===== src/hdl/swrl_pkg.sv =====
// Shared types and constants of the sliding-window rate limiter.
// Depends on nothing; every other file but swrl_ram uses it.
package swrl_pkg;

  typedef enum logic {
    OP_CHECK = 1'b0,
    OP_VIOL  = 1'b1
  } op_e;

  typedef enum logic [2:0] {
    RS_OK      = 3'd0,
    RS_BANNED  = 3'd1,
    RS_PER_SEC = 3'd2,
    RS_PER_MIN = 3'd3,
    RS_VIOL    = 3'd4
  } status_e;

  typedef enum logic [1:0] {
    REG_PSL      = 2'd0,
    REG_PML      = 2'd1,
    REG_BAN_LEN  = 2'd2,
    REG_VIOL_THR = 2'd3
  } reg_e;

  typedef enum logic [2:0] {
    ST_IDLE   = 3'b001,
    ST_WALK   = 3'b010,
    ST_DECIDE = 3'b100
  } state_e;

  localparam logic [31:0] SECOND_MS = 32'd1000;
  localparam logic [31:0] MINUTE_MS = 32'd60000;
  localparam logic [7:0]  VIOL_MAX  = 8'd255;

  localparam logic [6:0]  PSL_RESET      = 7'd10;
  localparam logic [6:0]  PML_RESET      = 7'd60;
  localparam logic [26:0] BAN_LEN_RESET  = 27'd300000;
  localparam logic [7:0]  VIOL_THR_RESET = 8'd5;

  typedef struct packed {
    op_e         op;
    logic [3:0]  client;
    logic [31:0] time_ms;
  } req_t;

  typedef struct packed {
    logic [6:0]  psl;
    logic [6:0]  pml;
    logic [26:0] ban_len;
    logic [7:0]  thr;
  } cfg_t;

endpackage


===== src/hdl/swrl_if.sv =====
// Request and response channel interfaces of the rate limiter.
// Depends on swrl_pkg for the status type.
interface swrl_req_if;
  logic        valid;
  logic        ready;
  logic        op;
  logic [3:0]  client;
  logic [31:0] time_ms;

  modport source (output valid, op, client, time_ms, input ready);
  modport sink   (input valid, op, client, time_ms, output ready);
endinterface



===== src/hdl/swrl_front.sv =====
// Front end: accepts requests and holds them in a two-entry queue.
// Depends on swrl_pkg and swrl_req_if.
module swrl_front (
  input  logic               clk_i,
  input  logic               rst_ni,
  swrl_req_if.sink           req,
  output logic               q_valid_o,
  output swrl_pkg::req_t     q_data_o,
  input  logic               q_ready_i
);
  import swrl_pkg::*;

  req_t       slot_q [2];
  logic       wr_ptr_q, rd_ptr_q;
  logic [1:0] fill_q;
  logic       push, pop;

  assign req.ready = (fill_q != 2'd2);
  assign q_valid_o = (fill_q != 2'd0);
  assign q_data_o  = slot_q[rd_ptr_q];
  assign push      = req.valid && req.ready;
  assign pop       = q_valid_o && q_ready_i;

  always_ff @(posedge clk_i) begin
    if (push) begin
      slot_q[wr_ptr_q] <= '{op: op_e'(req.op), client: req.client, time_ms: req.time_ms};
    end
  end

  always_ff @(posedge clk_i or negedge rst_ni) begin
    if (!rst_ni) begin
      wr_ptr_q <= 1'b0;
      rd_ptr_q <= 1'b0;
      fill_q   <= 2'd0;
    end else begin
      if (push) wr_ptr_q <= ~wr_ptr_q;
      if (pop)  rd_ptr_q <= ~rd_ptr_q;
      case ({push, pop})
        2'b10:   fill_q <= fill_q + 2'd1;
        2'b01:   fill_q <= fill_q - 2'd1;
        default: fill_q <= fill_q;
      endcase
    end
  end
endmodule


===== src/flat_wrapper.sv =====
// flat-port wrapper written by rule: the top's interface ports become plain ports
module swrl_front_flat import swrl_pkg::*;
  (clk_i, rst_ni, q_valid_o, q_data_o, q_ready_i, req_valid, req_op, req_client, req_time_ms, req_ready);
  swrl_req_if req_i ();
  input  logic clk_i;
  input  logic rst_ni;
  output logic q_valid_o;
  output swrl_pkg::req_t q_data_o;
  input  logic q_ready_i;
  input wire logic [$bits(req_i.valid)-1:0] req_valid;
  input wire logic [$bits(req_i.op)-1:0] req_op;
  input wire logic [$bits(req_i.client)-1:0] req_client;
  input wire logic [$bits(req_i.time_ms)-1:0] req_time_ms;
  output wire logic [$bits(req_i.ready)-1:0] req_ready;
  assign req_i.valid = req_valid;
  assign req_i.op = req_op;
  assign req_i.client = req_client;
  assign req_i.time_ms = req_time_ms;
  assign req_ready = req_i.ready;
  swrl_front u_core (.clk_i(clk_i), .rst_ni(rst_ni), .req(req_i), .q_valid_o(q_valid_o), .q_data_o(q_data_o), .q_ready_i(q_ready_i));
endmodule

===== config.mk =====
export PLATFORM = sky130hd
export DESIGN_NAME = swrl_front_flat
export DESIGN_NICKNAME = d
export VERILOG_FILES = /design/src/hdl/swrl_pkg.sv /design/src/hdl/swrl_if.sv /design/src/hdl/swrl_front.sv /design/src/flat_wrapper.sv
export SDC_FILE = /design/constraint.sdc
export NUM_CORES = 1
export LEC_CHECK = 0
export ABC_AREA = 0
export BUFFER_PORTS_ARGS = -buffer_cell sky130_fd_sc_hd__buf_2
export CORE_MARGIN = 4
export CORE_UTILIZATION = 51
export DETAILED_ROUTE_END_ITERATION = 16
export PLACE_DENSITY = 0.86
export SLEW_MARGIN = 0
export SYNTH_ARGS = -nofsm -noshare
export SYNTH_HDL_FRONTEND = slang
export SYNTH_SLANG_ARGS = --single-unit

===== constraint.sdc =====
create_clock -name clk_i -period 3.9 [get_ports clk_i]
set_clock_uncertainty 0.15 [all_clocks]
set_input_delay 0.78 -clock clk_i [delete_from_list [all_inputs] [get_ports clk_i]]
set_output_delay 0.78 -clock clk_i [all_outputs]
set_load 0.005 [all_outputs]

==> Word level (Yosys, flattened, before mapping) <==
Memory sizes are Yosys's and may differ from the RTL's.
Index checks and enable logic that the tools add are counted.
{ "op_classes": {"n_addsub": 2, "n_eq_ne": 3, "muxes": 3, "n_bitwise": 2, "reduce_logical": 4} }
{ "ops": {"columns": ["operator", "count"], "rows": [
  ["2-bit one-hot mux with 2 select lines", 1],
  ["2-bit nonzero test", 2],
  ["2-bit by 1-bit adder with 2-bit output, second input constant", 1],
  ["2-bit by 1-bit equality test with 1-bit output, second input constant", 1],
  ["2-bit equality test, second input constant", 1],
  ["1-bit logical AND", 2],
  ["1-bit two-way mux", 2],
  ["2-bit inequality test, second input constant", 1],
  ["1-bit NOT", 2],
  ["2-bit by 1-bit subtractor with 2-bit output, second input constant", 1]
]} }
{ "word_totals": {"regBits": 4, "mem_bits_rw": 74, "in_bits": 41, "out_inout_bits": 39, "wordCells": 18, "mem_count": 1} }
{ "mem_list": {"columns": ["memory", "words", "width", "read_ports", "rd_clocked_by_memory_dff", "write_ports", "line_no", "text"], "rows": [
  ["u_core.slot_q", 2, 37, 1, 0, 1, "swrl_front.sv:13", "req_t slot_q [2];"]
]} }

==> Longest topological paths before layout <==
{ "depth": {"depth_word": 4, "depth_mapped": 6} }

==> Worst setup path after synthesis <==
Ideal clock, no wire load.
{ "synth_timing": {"path_kind": "input to register", "startpoint": "input req_valid", "endpoint": "memory u_core.slot_q[0][0] (netlist name), enable pin", "setup_ns": 0.431, "arrival_ns": 2.435, "required_ns": 3.319, "path_slack_ns": 0.884, "cell_stages": 2, "path_buffers": 0, "path_cell_list": "nand2_1 -> nor2_1"} }
{ "synth_via": {"elab_chain_cells": 3} }
{ "synth_lines": {"columns": ["element", "line_no", "text"], "rows": [
  ["from (decl)", "flat_wrapper.sv:10", "input wire logic [$bits(req_i.valid)-1:0] req_valid;"],
  ["1-bit logical AND", "swrl_front.sv:21", "assign push = req.valid && req.ready;"],
  ["1-bit two-way mux", "swrl_front.sv:25", "if (push) begin"],
  ["1-bit two-way mux (implied by the code)", "swrl_front.sv:26", "slot_q[wr_ptr_q] <= '{op: op_e'(req.op), client: req.client, time_ms: req.time_ms};"],
  ["to (decl)", "swrl_front.sv:13", null]
]} }
No other way between the ends.

==> summary.md <==
| Metric | Value |
|---|---|
| PortBufs | 79 |
| Initial Util | 0.532 |
| Initial DRC count | a little over 50 |
| Avg WL per Cell | roughly 16 um |
| Final setup TNS | 0 ps |
| Max-slew violation count | 0 |
| Worst setup EP type | output port |
| Buf/Inv on CP | 1 |
| Final hold viol count | 0 |
| CP Max Fanout | 38 |
| Slowest Stage Delay on Critical Path | roughly 1100 ps |
| GP Congestion | roughly 0.69 |
| Clock power frac | 0.239 |
| P&R area growth vs syn | 22.7% |
| CTS Sinks | 78 |
| Core area | 5540 um2 |
| Commonest non-fill, non-tap cell in the layout | buf_2 |
| P per Cell Area | just over 700 nW/um2 |
| Crit path kind | flip-flop to output port |
| Adder-cell share of the synthesized area | 0.00424 |
| WP data required | approximately 3000 ps |
| Sequential share of power | 0.498 |
| Critical path arrival | around 2000 ps |
| Largest net degree at the start of global routing | 39 |
| Worst IR drop on VDD | a little over 0.0007 V |
| Worst slew pin tran | between 1000 and 1500 ps |
| Commonest non-fill, non-tap cells in the layout | buf_2, edfxtp_1, mux2_4 |
| CP Cell Sequence | mux2_2 -> buf_2 |
| RSZ-0062 raised after global routing | false |
| # Post-CTS Setup Buffers | 0 |
| Final nets | 260 |
| H-tree levels | 3 |
| Clock slew seen by the registers of the worst setup and hold paths | 70 ps |
| Total track usage | 0.141 |
| First-pass GRT wire length | around 7500 um |
| Cell count after synthesis | ~130 |
| Largest family of logic cells by synthesized area | multiplexers |
| Worst min-delay path class | input port to async pin |
| Synth Register Bits | around 80 |
| Status | complete, no violations |
| Max frequency | about 350 MHz |
| Die area | 7060 um2 |
| Cell Int Power | 1.93 mW |
| Die W | about 84 um |
| Layout cells sized above 1 | 0.601 |
| CTS Hold Bufs | 0 |
| Sw Ratio | 0.264 |
| Post-Synthesis Cell Area | about 2900 um2 |
| MaxCap Viol Count | 0 |
| Slowest cell on the critical path | dfrtp_2 |
| Syn nets | 174 |
| Rows | 27 |
| Crit path max-delay family | flip-flops |
| Final Setup Violations | 0 |
| Antenna-violating nets left | 0 |
| Remaining global-route overflow | 0 |
| Fin crit share | 0.741 |
| Final WL | between 4000 and 5000 um |
| # diodes | 0 |
| Hold Worst Slack | about 87 ps |
| Die Height | 84.0 um |
| Ys Warns | 0 |
| Worst relative slew slack | 0.281 |
| Initial antenna violation count | 0 |
| CTS Buffer Depth | 2 |
| TritonCTS clock tree | yes |
| Xor/xnor cell area share of the yosys netlist | 0.0149 |
| Syn Area/Cell | between 20 and 25 um2 |
| Cts repair resizes | 0 |
| Fillers | between 400 and 500 |
| Detailed-route via count | 1,443 |
| Hpwl dp | between 3000 and 4000 um |
| Simple-gate share of the synthesized area | 0.0132 |
| Minimum clock period | 2890 ps |
| Register area share after synthesis | 0.788 |
| Distinct cells, synth | 15 |
| Routed vias/inst | approximately 4.9 |
| Clk Latency, worst-skew pair | around 330 ps |
| Lkg Pwr | between 1 and 1.5 nW |
| Compound-Gate Fraction of Synth Area | 0 |
| Multiplexer share of the synthesized area | 0.167 |
| Vias in the first global route | between 1,500 and 2,000 |
| CTS Buf Count | 9 |
| Combinational share of power | 0.263 |
| TritonRoute pass-1 iters | 4 |
| Number of I/O pins | 80 |
| DRC viols | 0 |
| CTS root buffer | clkbuf_8 |
| Sw Pwr | 0.690 mW |
| Setup crit start kind | flip-flop |
-- state kept, by name, indices dropped and copies added (netlist names) --
| signal | count |
|---|---|
| u_core.slot_q | 74 |
| u_core.fill_q | 2 |
| u_core.rd_ptr_q | 1 |
| u_core.wr_ptr_q | 1 |
-- worst reg2reg max path, delay by kind of cell (launching register included) --
| family | cells | cell delay, ps |
|---|---|---|
| flip-flops | 1 | 420 |
| AND/OR/NAND/NOR | 3 | 1160 |
-- routing by layer --
layer	vias up	GRT usage	share of wire
li1	687	-	-
met1	705	0.149	0.37
met2	43	0.259	0.56
met3	8	0.0306	0.050
met4	0	0.0746	0.020
met5	-	0	0
-- layout make-up --
type	instances	area, um2	share of cell area
flip-flops and latches	78	2320	0.642
repair buffers	79	395	0.109
multi-input cells	50	596	0.165
clock inverters	7	88.8	0.0246
clock buffers	9	124	0.0342
well taps	72	90.1	0.0249
-- synthesized netlist by cell type (all sizes together) --
cell type	instances	area, um2
edfxtp	74	2220
mux2	37	492
buf	4	38.8
dfrtp	4	100
xnor2	3	26.3
nor2	2	7.51
xor2	2	17.5
and2	1	8.76
and3	1	6.26
ha	1	12.5
nand2	1	3.75
nand2b	1	6.26
or2	1	6.26
-- worst paths after layout --
check | from | slack [ps] | to | depth (start not counted)
worst max-delay path | u_core.rd_ptr_q | 1010 | q_data_o[28] | 2
worst min-delay path | rst_ni | 90 | u_core.fill_q[1] | 1
worst max register to register | u_core.fill_q[0] | 1760 | u_core.slot_q[0][32] | 3
worst min register to register | u_core.fill_q[1] | 360 | u_core.fill_q[1] | 1
max in group asynchronous | rst_ni | 3370 | u_core.rd_ptr_q | 1
min in group clk_i | u_core.fill_q[1] | 360 | u_core.fill_q[1] | 1
-- power by group through the flow --
stage / combinational (mW) / sequential, mW / clock, mW
after floorplan: 0.546 / 1.21 / 0
after global placement: 0.696 / 1.31 / 0
after detailed placement: 0.707 / 1.32 / 0
after CTS: 0.709 / 1.31 / 0.640
after global routing: 0.757 / 1.33 / 0.676
final: 0.688 / 1.30 / 0.625
-- per-stage QoR --
stage | instance area, um2 | total power [mW] | cells | setup WS [ps] | utilization
floorplan | 2950 | 1.76 | 132 | 884 | -
global placement | 3400 | 2.01 | 279 | 1340 | 0.614
detailed placement | 3400 | 2.03 | 279 | 1340 | 0.614
CTS | 3620 | 2.66 | 295 | 968 | 0.653
global route | 3620 | 2.76 | 295 | 896 | 0.653
finish | 3620 | 2.62 | 295 | 1010 | 0.653
-- kinds of logic after synthesis --
kind of cell / after synthesis
muxes: 37
buffers and inverters: 4
adders and majority gates: 1
DFF: 78
and+or+nand+nor: 7
xor gates and xnor gates: 5
Note: power is estimated with default switching activity, not from simulation.
